`config.mk`:
```
export PLATFORM = sky130hd
export DESIGN_NAME = rau_fifo
export DESIGN_NICKNAME = d
export VERILOG_FILES = /design/src/hw/rtl/rau_pkg.sv /design/src/hw/rtl/rau_fifo.sv
export SDC_FILE = /design/constraint.sdc
export NUM_CORES = 1
export LEC_CHECK = 0
export BUFFER_PORTS_ARGS = -buffer_cell sky130_fd_sc_hd__buf_2
export CORE_MARGIN = 5
export CORE_UTILIZATION = 52
export CTS_CLUSTER_SIZE = 28
export DETAILED_ROUTE_END_ITERATION = 8
export PLACE_DENSITY = 0.79
export SLEW_MARGIN = 20
export SYNTH_ARGS = -nofsm -noshare
export SYNTH_HDL_FRONTEND = slang
export SYNTH_SLANG_ARGS = --single-unit
```
`constraint.sdc`:
```
create_clock -name clk -period 9.95 [get_ports clk]
set_clock_uncertainty 0.2 [all_clocks]
set_input_delay 0.4975 -clock clk [delete_from_list [all_inputs] [get_ports clk]]
set_output_delay 0.4975 -clock clk [all_outputs]
set_load 0.005 [all_outputs]
```
`src/hw/rtl/rau_pkg.sv`:
```
package rau_pkg;

  localparam int OPERAND_WIDTH = 32;
  localparam int IN_W = 32;
  localparam int PROD_W = 2 * OPERAND_WIDTH;
  localparam int DW = 64;
  localparam int WHOLE_W = 64;
  localparam int FRAC_W = 63;
  localparam int SHIFT_W = 7;
  localparam int CNT_W = 6;
  localparam int FIFO_DEPTH = 2;
  localparam int FIFO_AW = 1;

  localparam logic [2:0] OP_ADD = 3'd0;
  localparam logic [2:0] OP_SUB = 3'd1;
  localparam logic [2:0] OP_MUL = 3'd2;
  localparam logic [2:0] OP_DIV = 3'd3;
  localparam logic [2:0] OP_RED = 3'd4;

  typedef struct packed {
    logic          num_neg;
    logic [DW-1:0] num_mag;
    logic          den_neg;
    logic [DW-1:0] den_mag;
  } rau_item_t;

  function automatic logic [OPERAND_WIDTH-1:0] mag_of(logic [OPERAND_WIDTH-1:0] v);
    mag_of = v[OPERAND_WIDTH-1] ? (~v + 1'b1) : v;
  endfunction

endpackage

```
`src/hw/rtl/rau_fifo.sv`:
```
module rau_fifo (
  input  logic               clk,
  input  logic               rst_n,
  input  logic               wr_en,
  input  rau_pkg::rau_item_t wr_data,
  output logic               fifo_full,
  input  logic               rd_en,
  output rau_pkg::rau_item_t rd_data,
  output logic               fifo_empty
);

  rau_pkg::rau_item_t mem_r [rau_pkg::FIFO_DEPTH];
  logic [rau_pkg::FIFO_AW-1:0] wp_r, rp_r;
  logic [rau_pkg::FIFO_AW:0]   cnt_r;

  assign fifo_full = (cnt_r == (rau_pkg::FIFO_AW+1)'(rau_pkg::FIFO_DEPTH));
  assign fifo_empty = (cnt_r == '0);
  assign rd_data = mem_r[rp_r];

  always_ff @(posedge clk) begin
    if (!rst_n) begin
      wp_r <= '0;
      rp_r <= '0;
      cnt_r <= '0;
    end else begin
      if (wr_en) wp_r <= wp_r + 1'b1;
      if (rd_en) rp_r <= rp_r + 1'b1;
      if (wr_en && !rd_en) cnt_r <= cnt_r + 1'b1;
      else if (rd_en && !wr_en) cnt_r <= cnt_r - 1'b1;
    end
  end

  always_ff @(posedge clk) begin
    if (wr_en) mem_r[wp_r] <= wr_data;
  end

endmodule

```
# --- Word level (Yosys, flattened, before mapping) ---
# Memory sizes are Yosys's and may differ from the RTL's. A register that Yosys moved wholly into a read port is not among the register bits.
# Cells that the tools add are included.
word_totals:
  ff_bits: 4
  latchBits: 0
  mem_bits_rw: 260
  romBits: 0
  inputBits: 134
  output_inout_bits: 132
  elab_cells: 21
  memories: 1
memory_table:
  columns: ["name", "words", "width", "read_ports", "rd_clocked_by_memory_dff", "wr", "line_no", "rtl"]
  rows:
  - ["mem_r", 2, 130, 1, 1, 1, "rau_fifo.sv:12", "rau_pkg::rau_item_t mem_r [rau_pkg::FIFO_DEPTH];"]
classes:
  addsub: 4
  n_mul: 0
  div_mod_pow: 0
  order_cmp: 0
  eq_ne: 1
  shift: 0
  mux: 6
  bitwise: 0
  reduce_logical: 6
ops:
  columns: ["op", "count"]
  rows:
  - ["1-bit two-way mux", 4]
  - ["2-bit two-way mux", 2]
  - ["1-bit adder (second input constant)", 2]
  - ["2-bit by 1-bit adder with 2-bit output (second input constant)", 1]
  - ["2-bit == test (second input constant)", 1]
  - ["1-bit logical AND", 2]
  - ["1-bit zero test", 2]
  - ["2-bit zero test", 1]
  - ["2-bit nonzero test", 1]
  - ["2-bit by 1-bit subtractor with 2-bit output (second input constant)", 1]

# --- Longest topological paths before layout ---
depth:
  word_depth: 4
  mapped_depth: 5
  ltp_nobuf: 5

# --- Worst setup path after synthesis ---
# Ideal clock, no wire load.
synth_path:
  kind: "input to register"
  from: "in wr_en"
  to: "mem mem_r[0][0] in the netlist's numbering (enable)"
  setup_ns: 0.636
  arrival_time_ns: 6.162
  required_ns: 9.114
  path_slack_ns: 2.952
  stages: 1
  path_buffers: 0
  cell_sequence: "nor2b_1"
synth_via:
  elab_chain_len: 2
synth_rtl:
  columns: ["item", "line_no", "rtl"]
  rows:
  - ["start, declared", "rau_fifo.sv:4", "input logic wr_en,"]
  - ["1-bit two-way mux", "rau_fifo.sv:34", "if (wr_en) mem_r[wp_r] <= wr_data;"]
  - ["1-bit two-way mux (implied by the code)", "rau_fifo.sv:34", null]
  - ["end, declared", "rau_fifo.sv:12", null]
# No other way between the ends.

==> flow_summary_export.csv <==
group,metric,value,unit
die,start_util,53.2,%
sta,timing.final.crit_share,33.4,%
sta,hold_viol,0,
sta,max_freq,0.301,GHz
die,dieArea,0.0213,sq mm
critical_path,worstPathBufferInverterCount,3,
critical_path,worstSetupPathType,"flop to primary output",
global_route,antenna_found_initial,2,
sta,period_minus_slack,3.32,ns
flow_run,maxCapViolations,0,
clock_tree,root_buffer,"clkbuf_16",
synth,synth_top_area_share,81.1,%
critical_path,path_delay_family,"buffers and inverters",
run_status,status,"finished, final reports clean",
clock_tree,cts_setup_buffers,0,
route,drtIter0Drc,228,
global_route,gr-total-overflow,0,
placed_design,io_buffers,265,
route,ant_nets,0,
global_route,grt_pass1_wl,32.7,mm
die,core,0.0181,sq mm
clock_tree,path_clk_slew,0.06,ns
die,die_w,146,um
route,wl,21.3,mm
placed_design,hpwl,12.7,mm
synth,synth-seq-area-share,82.2,%
route,vias,5512,
sta,setup_viol,0,
sta,relSlewSlack,31.7,%
layout,drive_above_1_share,50.9,%
power,total_power,2.48,mW
critical_path,cp_num_cells,4,
global_route,grt_max_degree,75,
sta,rsz0062_at_grt,"false",
clock_tree,cts_resized,0,
route,via_per_inst,5.06,
critical_path,cp.required,9.25,ns
clock_tree,cts.path.max_buffers,3,
power,p_per_area,187,mW/mm^2
worst_hold_path,worstHoldPathCells,2,
layout,layout.nets,976,
critical_path,cp-end-kind,"primary output",
global_route,grtUsageTotal,19.3,%
route,first_pass_iters,4,
synth,synth_cell_types,17,
clock_tree,clock_latency,0.51,ns
power,ir_drop,0.145,mV
sta,tightest_slew,1.03,ns
critical_path,startpoint_type,"flop",
clock_tree,hold_buffers,128,
die,rows,49,
synth,synth_nets,561,
synth,syn_area,0.00962,sq mm
layout,fin_area,0.0133,sq mm
critical_path,worst_path_max_delay_cell,"dfxtp_4",
clock_tree,tritoncts,"done",
critical_path,crit_chain,"buf_4 > buf_16 > mux2_2 > buf_2",
layout,fillers,1017,
synth,synth_cells,426,
synth,ys_seq_elements,265,
global_route,grt_pass1_vias,5964,
synth,synth_area_leaders,"edfxtp_1 (81%), mux2_2 (15%), buf_6 (1.2%)",
synth,yosys.area.top_type,"edfxtp_1",
clock_tree,numCtsBuffers,27,
clock_tree,htree_levels,1,
critical_path,worstPathArrival,2.63,ns
layout,areaGrowthSynthToFinish,37.9,%
layout,final_util,73.4,%
worst_hold_path,hp-class,"primary input to flop",
clock_tree,clock_sinks,265,
synth,avgSynthCellArea,22.6,sq um
die,ios,266,
critical_path,cpPeakStageDelay,0.67,ns
sta,setup_tns,0,ns
synth,ys.warnings.count,0,
placed_design,place_area,0.0112,sq mm
route,wl_per_cell,19.6,um
critical_path,reg2reg_depth,3,
placed_design,place.gp.congestion,0.757,
die,fp.dieH,146,um
power,power.leakage,5.04,nW
route,drc,0,
sta,maxSlewViolCount,0,
critical_path,cp_max_fo,57,
## synthesized netlist by cell type (all sizes together)
library cell  number
nor2               1
nor2b              3
o21a               1
and2               4
ha                 1
o21ai              1
xor2               2
buf               14
a21boi             1
edfxtp           260
xnor2              1
inv                1
mux2             130
dfxtp              5
or3                1
## metal layers
metal	track usage, %	share of wire (%)	wire length (um)	vias up
li1	-	-	-	2522
met5	0	0.061	13	-
met3	4.59	7.3	1550	35
met2	35.1	53	11200	240
met4	4.56	1.7	363	2
met1	23.3	38	8180	2713
## cell families (layout without fill, tap and decap cells)
logic type               after synthesis  after routing  share of synthesized area, %
other                                  0              1                             0
XOR/XNOR                               3              3                         0.273
adder cells (fa/ha/maj)                1              1                         0.130
buffers and inverters                 15            449                          1.44
AND/OR/NAND/NOR                        9              9                         0.559
multiplexers                         130            130                          15.2
AO/OA/AOI/OAI                          3              3                         0.208
flip-flops                           265            265                          82.2
## worst register-to-register path: stages, from the launching register on
cell and delay (ns):
dfxtp_1 0.34, nor2b_4 0.10, buf_4 0.58, buf_4 0.95
## registers in the layout, indices dropped and copies added, names as in the netlist, named ones only
| name | count |
|---|---|
| rp_r | 1 |
| wp_r | 1 |
| mem_r | 260 |
| cnt_r | 2 |
## path summary, 6_finish.rpt
path	startpoint	end	slack, ns
setup / recovery	flop	rd_data[65]	6.63
hold reg to reg	cnt_r[1]	cnt_r[1]	0.32
hold / removal	rst_n	wp_r	0.04
setup reg to reg	wp_r	mem_r[0][63]	7.31
## placed cells by master (no fill, tap or decap), types with 2 or more instances in the layout
| cell | instances |
|---|---|
| nor2b_1 | 2 |
| clkbuf_16 | 27 |
| dlygate4sd3_1 | 130 |
| edfxtp_1 | 260 |
| clkinv_2 | 5 |
| buf_4 | 4 |
| clkbuf_1 | 5 |
| xor2_1 | 2 |
| mux2_2 | 130 |
| dfxtp_1 | 4 |
| clkinv_1 | 8 |
| buf_2 | 265 |
| and2_1 | 3 |
## power by group
part	leakage (nW)	internal [mW]	switching [mW]	total (mW)
logic	2.17	0.149	0.118	0.267
clock network	0.390	0.520	0.381	0.902
registers	2.48	1.29	0.0202	1.31
## metrics by stage
stage               hold slack (ns)  worst slack [ns]  cells
floorplan                     0.266              2.95    426
global placement              0.276              6.97    910
detailed placement            0.317              6.94    911
CTS                        0.000867              6.59   1087
global route                 0.0363              6.50   1090
finish                       0.0417              6.63   1090
## cell type report
cell class,instances,area (sq um),area share [%]
flip-flops and latches,265,7910,59.6
repair buffers,400,2690,20.2
multi-input cells,146,1590,12.0
clock buffers,32,694,5.23
well taps,229,287,2.16
clock inverters,16,101,0.764
inverters,1,3.75,0.0283
diodes,1,2.50,0.0189
No activity file was read; power rests on OpenSTA's default activity.
