File: config.mk
export PLATFORM = sky130hd
export DESIGN_NAME = rau_front
export DESIGN_NICKNAME = d
export VERILOG_FILES = /design/src/hw/rtl/rau_pkg.sv /design/src/hw/rtl/rau_front.sv
export SDC_FILE = /design/constraint.sdc
export NUM_CORES = 2
export LEC_CHECK = 0
export BUFFER_PORTS_ARGS = -buffer_cell sky130_fd_sc_hd__buf_2
export CAP_MARGIN = 20
export CELL_PAD_IN_SITES_DETAIL_PLACEMENT = 1
export CELL_PAD_IN_SITES_GLOBAL_PLACEMENT = 2
export CORE_ASPECT_RATIO = 0.9
export CORE_UTILIZATION = 37
export CTS_BUF_LIST = sky130_fd_sc_hd__clkbuf_4
export DETAILED_ROUTE_END_ITERATION = 12
export GPL_ROUTABILITY_DRIVEN = 1
export PLACE_DENSITY = 0.88
export SKIP_CTS_REPAIR_TIMING = 1
export SYNTH_ARGS = -nofsm -noshare
export SYNTH_HDL_FRONTEND = slang
export SYNTH_SLANG_ARGS = --single-unit
File: constraint.sdc
create_clock -name clk -period 12.1 [get_ports clk]
set_input_delay 1.21 -clock clk [delete_from_list [all_inputs] [get_ports clk]]
set_output_delay 1.21 -clock clk [all_outputs]
set_load 0.01 [all_outputs]
File: src/hw/rtl/rau_pkg.sv
package rau_pkg;

  localparam int OPERAND_WIDTH = 32;
  localparam int IN_W = 32;
  localparam int PROD_W = 2 * OPERAND_WIDTH;
  localparam int DW = 64;
  localparam int WHOLE_W = 64;
  localparam int FRAC_W = 63;
  localparam int SHIFT_W = 7;
  localparam int CNT_W = 6;
  localparam int FIFO_DEPTH = 2;
  localparam int FIFO_AW = 1;

  localparam logic [2:0] OP_ADD = 3'd0;
  localparam logic [2:0] OP_SUB = 3'd1;
  localparam logic [2:0] OP_MUL = 3'd2;
  localparam logic [2:0] OP_DIV = 3'd3;
  localparam logic [2:0] OP_RED = 3'd4;

  typedef struct packed {
    logic          num_neg;
    logic [DW-1:0] num_mag;
    logic          den_neg;
    logic [DW-1:0] den_mag;
  } rau_item_t;

  function automatic logic [OPERAND_WIDTH-1:0] mag_of(logic [OPERAND_WIDTH-1:0] v);
    mag_of = v[OPERAND_WIDTH-1] ? (~v + 1'b1) : v;
  endfunction

endpackage

File: src/hw/rtl/rau_front.sv
module rau_front (
  input  logic                            clk,
  input  logic                            rst_n,
  input  logic                            push,
  output logic                            full,
  input  logic [2:0]                      in_opcode,
  input  logic signed [rau_pkg::IN_W-1:0] in_first_numerator,
  input  logic signed [rau_pkg::IN_W-1:0] in_first_denominator,
  input  logic signed [rau_pkg::IN_W-1:0] in_second_numerator,
  input  logic signed [rau_pkg::IN_W-1:0] in_second_denominator,
  output logic                            q_push,
  input  logic                            q_full,
  output rau_pkg::rau_item_t              q_item
);

  localparam int W = rau_pkg::OPERAND_WIDTH;
  localparam int PW = rau_pkg::PROD_W;

  typedef enum logic [5:0] {
    F_IDLE = 6'b000001,
    F_MUL0 = 6'b000010,
    F_MUL1 = 6'b000100,
    F_MUL2 = 6'b001000,
    F_ADD  = 6'b010000,
    F_PUSH = 6'b100000
  } front_state_t;

  front_state_t state_r, state_nxt;
  logic [2:0]   op_r;
  logic [W-1:0] n1_r, d1_r, n2_r, d2_r;
  logic         n1s_r, d1s_r, n2s_r, d2s_r;
  logic [PW-1:0] num_r, num_nxt, den_r, den_nxt, y_r, y_nxt;
  logic         nums_r, nums_nxt, dens_r, dens_nxt, ys_r, ys_nxt;
  logic [W-1:0] ma, mb;
  logic         sa, sb;
  logic [PW-1:0] prod;
  logic         prod_neg;
  logic [PW-1:0] sum_mag;
  logic         sum_neg;
  logic         accept;

  assign accept = push && !full;
  assign full = (state_r != F_IDLE);

  always_comb begin
    ma = d1_r;
    mb = d2_r;
    sa = d1s_r;
    sb = d2s_r;
    case (state_r)
      F_MUL0: begin
        if (op_r == rau_pkg::OP_DIV) begin
          ma = n2_r; sa = n2s_r; mb = d1_r; sb = d1s_r;
        end
      end
      F_MUL1: begin
        ma = n1_r; sa = n1s_r;
        if (op_r == rau_pkg::OP_MUL) begin
          mb = n2_r; sb = n2s_r;
        end
      end
      F_MUL2: begin
        ma = n2_r; sa = n2s_r; mb = d1_r; sb = d1s_r;
      end
      default: begin
      end
    endcase
  end

  assign prod = PW'(ma) * PW'(mb);
  assign prod_neg = (prod != '0) && (sa != sb);

  always_comb begin
    if (nums_r == ys_r) begin
      sum_mag = num_r + y_r;
      sum_neg = nums_r;
    end else if (num_r >= y_r) begin
      sum_mag = num_r - y_r;
      sum_neg = nums_r;
    end else begin
      sum_mag = y_r - num_r;
      sum_neg = ys_r;
    end
    if (sum_mag == '0) sum_neg = 1'b0;
  end

  always_comb begin
    state_nxt = state_r;
    num_nxt = num_r;
    nums_nxt = nums_r;
    den_nxt = den_r;
    dens_nxt = dens_r;
    y_nxt = y_r;
    ys_nxt = ys_r;
    case (state_r)
      F_IDLE: begin
        if (accept) begin
          if (in_opcode inside {rau_pkg::OP_ADD, rau_pkg::OP_SUB, rau_pkg::OP_MUL,
                                rau_pkg::OP_DIV}) begin
            state_nxt = F_MUL0;
          end else begin
            state_nxt = F_PUSH;
            num_nxt = PW'(rau_pkg::mag_of(in_first_numerator[W-1:0]));
            nums_nxt = in_first_numerator[W-1];
            den_nxt = PW'(rau_pkg::mag_of(in_first_denominator[W-1:0]));
            dens_nxt = in_first_denominator[W-1];
          end
        end
      end
      F_MUL0: begin
        den_nxt = prod;
        dens_nxt = prod_neg;
        state_nxt = F_MUL1;
      end
      F_MUL1: begin
        num_nxt = prod;
        nums_nxt = prod_neg;
        state_nxt = (op_r inside {rau_pkg::OP_MUL, rau_pkg::OP_DIV}) ? F_PUSH : F_MUL2;
      end
      F_MUL2: begin
        y_nxt = prod;
        ys_nxt = (op_r == rau_pkg::OP_SUB) ? (prod != '0) && !prod_neg : prod_neg;
        state_nxt = F_ADD;
      end
      F_ADD: begin
        num_nxt = sum_mag;
        nums_nxt = sum_neg;
        state_nxt = F_PUSH;
      end
      F_PUSH: begin
        if (!q_full) state_nxt = F_IDLE;
      end
      default: state_nxt = F_IDLE;
    endcase
  end

  assign q_push = (state_r == F_PUSH) && !q_full;
  assign q_item.num_neg = nums_r;
  assign q_item.num_mag = rau_pkg::DW'(num_r);
  assign q_item.den_neg = dens_r;
  assign q_item.den_mag = rau_pkg::DW'(den_r);

  always_ff @(posedge clk) begin
    if (!rst_n) begin
      state_r <= F_IDLE;
    end else begin
      state_r <= state_nxt;
    end
  end

  always_ff @(posedge clk) begin
    if (accept) begin
      op_r <= in_opcode;
      n1_r <= rau_pkg::mag_of(in_first_numerator[W-1:0]);
      d1_r <= rau_pkg::mag_of(in_first_denominator[W-1:0]);
      n2_r <= rau_pkg::mag_of(in_second_numerator[W-1:0]);
      d2_r <= rau_pkg::mag_of(in_second_denominator[W-1:0]);
      n1s_r <= in_first_numerator[W-1];
      d1s_r <= in_first_denominator[W-1];
      n2s_r <= in_second_numerator[W-1];
      d2s_r <= in_second_denominator[W-1];
    end
    num_r <= num_nxt;
    nums_r <= nums_nxt;
    den_r <= den_nxt;
    dens_r <= dens_nxt;
    y_r <= y_nxt;
    ys_r <= ys_nxt;
  end

endmodule

# [Yosys cells after proc, flatten, opt, wreduce, memory -nomap -nowiden]
# Cells that the tools add are included.
[word_totals] wordCells=106 inputBits=135 register_bits=336
[classes] magnitude_cmp=1 n_mux=37 bitwise_logic=4 eq_ne=20 n_mul=1 reduce_logical=18 n_addsub=7
[op_table] operator="$mux 64" n=6
[op_table] operator="$pmux 32 s3" n=2
[op_table] operator="$pmux 64 s3" n=1
[op_table] operator="$mux 32" n=5
[op_table] operator="$add 32x1->32 const B" n=4
[op_table] operator="$not 32->32" n=4
[op_table] operator="$pmux 64 s2" n=1
[op_table] operator="$sub 64x64->64" n=2
[op_table] operator="$add 64x64->64" n=1
[op_table] operator="$ge 64x64->1" n=1
[op_table] operator="$logic_not 64->1" n=1
[op_table] operator="$mul 32x32->64" n=1
[op_table] operator="$reduce_bool 64->1" n=1
[op_table] operator="$mux 31" n=2
[op_table] operator="$pmux 6 s6" n=1
[op_table] operator="$mux 6" n=4
[op_table] operator="$eq 3x2->1 const B" n=4
[op_table] operator="$mux 1" n=11
[op_table] operator="$pmux 1 s3" n=3
[op_table] operator="$eq 3x1->1 const B" n=2
[op_table] operator="$eq 6x1->1 const B" n=1
[op_table] operator="$eq 6x2->1 const B" n=1
[op_table] operator="$eq 6x3->1 const B" n=1
[op_table] operator="$eq 6x4->1 const B" n=1
[op_table] operator="other kinds (17)" n=27

# [Logic depth before layout (Yosys ltp)]
[logic_depth] depth_word=9 depth_mapped=45 depth_no_buf=39

# [Least setup slack after synthesis]
# Ideal clock, no wire load.
[synth_timing] kind="register to register" startpoint="register state_r[0]" endpoint="register nums_r, data pin" required_time_ps=11825 synth_period_minus_slack_ps=12966 setup_slack_ps=-866 arrival_time_ps=12692 path_buffers=5 path_stages_with_launch=37 setup_ps=275 path_cell_list="dfxtp_1 or4_1 nor3b_2 a31o_2 buf_2 nor2_1 clkbuf_1 clkbuf_1 a221oi_1 clkbuf_1 nor2_1 fa_1 fa_1 inv_1 fa_1 fa_1 inv_1 fa_1 fa_1 fa_1 fa_1 ha_1 clkbuf_1 a21o_1 o21bai_1 a221oi_1 o31ai_1 a31oi_1 a21oi_1 a221o_1 a21oi_1 xnor2_1 or4_1 nor4_1 nand4_1 nand2_1 o221ai_1"
[synth_between] elab_chain_cells=6
[synth_rtl] item="start: declaration" line="rau_front.sv:28" source="front_state_t state_r, state_nxt;"
[synth_rtl] item="start signal: assignment" line="rau_front.sv:147" source="state_r <= state_nxt;"
[synth_rtl] item="$eq 6x4->1 (tied with other cells)" line="rau_front.sv:50" source="case (state_r)"
[synth_rtl] item="$pmux 32 s3" line="rau_front.sv:50"
[synth_rtl] item="$mul 32x32->64 (*)" line="rau_front.sv:70" source="assign prod = PW'(ma) * PW'(mb);"
[synth_rtl] item="net prod[59]" line="rau_front.sv:36" source="logic [PW-1:0] prod;"
[synth_rtl] item="$reduce_bool 64->1 (*)" line="rau_front.sv:71" source="assign prod_neg = (prod != '0) && (sa != sb);"
[synth_rtl] item="$logic_and 1x1->1 (*)" line="rau_front.sv:71"
[synth_rtl] item="$pmux 1 s3 (*)" line="rau_front.sv:95" source="case (state_r)"
[synth_rtl] item="net nums_nxt" line="rau_front.sv:33" source="logic nums_r, nums_nxt, dens_r, dens_nxt, ys_r, ys_nxt;"
[synth_rtl] item="end signal: assignment" line="rau_front.sv:164" source="nums_r <= nums_nxt;"
[synth_rtl] item="end: declaration" line="rau_front.sv:33"
# Mark *: on every way through the listed nets, which the timed path passes. The rest lies on a longest branch.
# A chain may end at the register's enable or synchronous reset.

# [Final worst setup path]
[layout_timing] startpoint="register state_r[4]" endpoint="register nums_r, data pin"
# Same word-level chain as after synthesis.

==> reports/qor.yml <==
drc: 0
critPathMostFrequentCell: "fa_1"
finalSetupViolations: 0
required_ns: 12.82
area_delta_synth_final_pct: 9.24
maxSlewViolCount: 0
syn_area_mm2: 0.0603
portBuffers: 266
holdCritPathClass: "primary input to register"
io_pins: 267
ys.flop_type: "edfxtp_1"
outcome: "complete, no violations"
cts_sinks: 336
synthTopCellsByArea: "fa_1 30%, edfxtp_1 16%, ha_1 9.5%, inv_1 7.0%, nor2_1 5.7%"
first_iter_violations: 5867
layout.nets: 8639
antenna_found_initial: 13
worstMarginPinSlew_ns: 1.25
cp_data_arrival_time_ns: 12.57
dieArea_mm2: 0.165
clockRootBuffer: "clkbuf_4"
yosysSeqAreaShare_pct: 16.6
overflow: 0
dp_hpwl_mm: 236
grt_pass1_vias: 57400
place_area_mm2: 0.0645
netlist.area_leader.share_pct: 29.9
postRouteAntennaNets: 0
slew_headroom_pct: 16.2
netlist_instances: 6979
grt_first_pass_wirelength_mm: 408
ys_types: 106
htreeDepth: 3
synth_edf_count: 330
cp_max_fo: 22
fp.dieH_um: 385
period_share_pct: 98.0
vias: 55500
fin_crit_ns: 11.86
path_clk_slew_ns: 0.07
die_width_um: 427
cts_tree: "built"
rsz0062_at_grt: "false"
via_per_inst: 5.93
row_count: 140
cap_violations: 0
finalWirelength_mm: 285
end_kind: "register"
place.gp.congestion: 1.06
finalHoldViolCount: 0
drt_first_pass_iters: 8
numCtsBuffers: 94
critPathKind: "register to register"
drive_above_1_share_pct: 10.0
clockBufferDepth: 3
async_reset_ff_share_pct: 0
startpoint_type: "register"
yosys.area.top_type: "fa_1"
ys_warn_count: 0
grt_max_degree: 85
final_area_mm2: 0.0658
core-area_mm2: 0.162
start_util_pct: 37.2
critPathSlowestCell: "a221o_1"
wl_per_cell_um: 30.5
syn-mean-instance-area_um2: 8.64
grtUsageTotal_pct: 34.4
cpPeakStageDelay_ns: 0.73
skew_ns: 0.127
clock_latency_ns: 1.08
synth-seq-cells: 336
fmax_mhz: 84.4
syn_nets: 8470
registers in the layout, summed over array words and instances (netlist names):
register	count
d1_r	32
d1s_r	1
d2_r	32
d2s_r	1
den_r	64
dens_r	1
n1_r	32
n1s_r	1
n2_r	32
n2s_r	1
num_r	64
nums_r	1
op_r	3
state_r	6
y_r	64
ys_r	1
cells by family after synthesis:
group	after synthesis	synth area share (%)
adders and majority gates	1356	39.4
xor gates and xnor gates	225	3.27
AOI/OAI and AO/OA	1312	14.5
and+or+nand+nor	2226	16.3
muxes	24	0.407
DFF	336	16.6
buffers and inverters	1500	9.51
worst paths after layout:
| kind | from | end | slack, ns | cells after the start |
|---|---|---|---|---|
| worst max register to register | state_r[4] | nums_r | 0.24 | 34 |
| worst min register to register | state_r[5] | state_r[0] | 0.65 | 3 |
| worst max-delay path | state_r[4] | nums_r | 0.24 | 34 |
| worst min-delay path | in_opcode[1] | op_r[1] | 0.36 | 1 |
stage by stage:
step / util, % / hold slack, ns / TNS [ns] / setup slack [ns] / std cells
after floorplan: - / 0.543 / 0 / 0.0558 / 6979
after global placement: 39.8 / 0.614 / 0 / 0.359 / 9175
after detailed placement: 39.8 / 0.633 / 0 / 0.102 / 9178
after CTS: 40.6 / 0.261 / -0.000153 / -0.000153 / 9344
after global routing: 40.7 / 0.317 / 0 / 0.0392 / 9353
final: 40.7 / 0.359 / 0 / 0.245 / 9356
routing by layer:
| metal | global-route usage (%) | vias to the layer above | routed length [um] |
|---|---|---|---|
| li1 | - | 23300 | - |
| met1 | 47.9 | 28700 | 121000 |
| met2 | 51.0 | 2840 | 122000 |
| met3 | 7.03 | 543 | 26500 |
| met4 | 16.0 | 8 | 15100 |
| met5 | 0 | - | 49 |
worst max-delay path, delay by kind of cell (launching register included):
| family | cells | cell delay [ns] |
|---|---|---|
| adders and majority gates | 9 | 4.43 |
| AOI/OAI and AO/OA | 10 | 3.02 |
| and+or+nand+nor | 8 | 2.00 |
| buffers and inverters | 6 | 1.21 |
| DFF | 1 | 0.46 |
| xor gates and xnor gates | 1 | 0.39 |
cell usage in the layout, fill, tap and decap left out, drive strengths merged, types with 56 or more instances in the layout:
cell / count
inv: 1125
nor2: 917
fa: 899
nand2: 732
ha: 457
buf: 452
a21oi: 354
edfxtp: 330
o21ai: 267
xnor2: 188
clkbuf: 137
nand4: 85
and2: 82
nor3: 74
nand3: 71
o31ai: 71
o21bai: 69
a21o: 59
a22oi: 56
final cells by class:
| type | instances | area (um^2) |
|---|---|---|
| fillers | 19200 | 96000 |
| multi-input cells | 5143 | 44900 |
| flip-flops and latches | 336 | 10000 |
| inverters | 1121 | 4210 |
| repair buffers | 452 | 2800 |
| well taps | 2130 | 2670 |
| clock buffers | 137 | 1030 |
| clock inverters | 29 | 195 |
| diodes | 8 | 20.0 |
cells in the mapped netlist, types with 74 or more instances:
| master | number |
|---|---|
| and2_1 | 81 |
| nor2_1 | 915 |
| clkbuf_1 | 317 |
| nand2_1 | 730 |
| a21oi_1 | 353 |
| fa_1 | 899 |
| nor3_1 | 74 |
| nand4_1 | 84 |
| edfxtp_1 | 330 |
| xnor2_1 | 188 |
| o21ai_0 | 251 |
| inv_1 | 1120 |
| ha_1 | 457 |
Power is left out: the tool's default activity adds up to more than one toggle a clock period on the data nets, which glitch-free logic cannot reach.
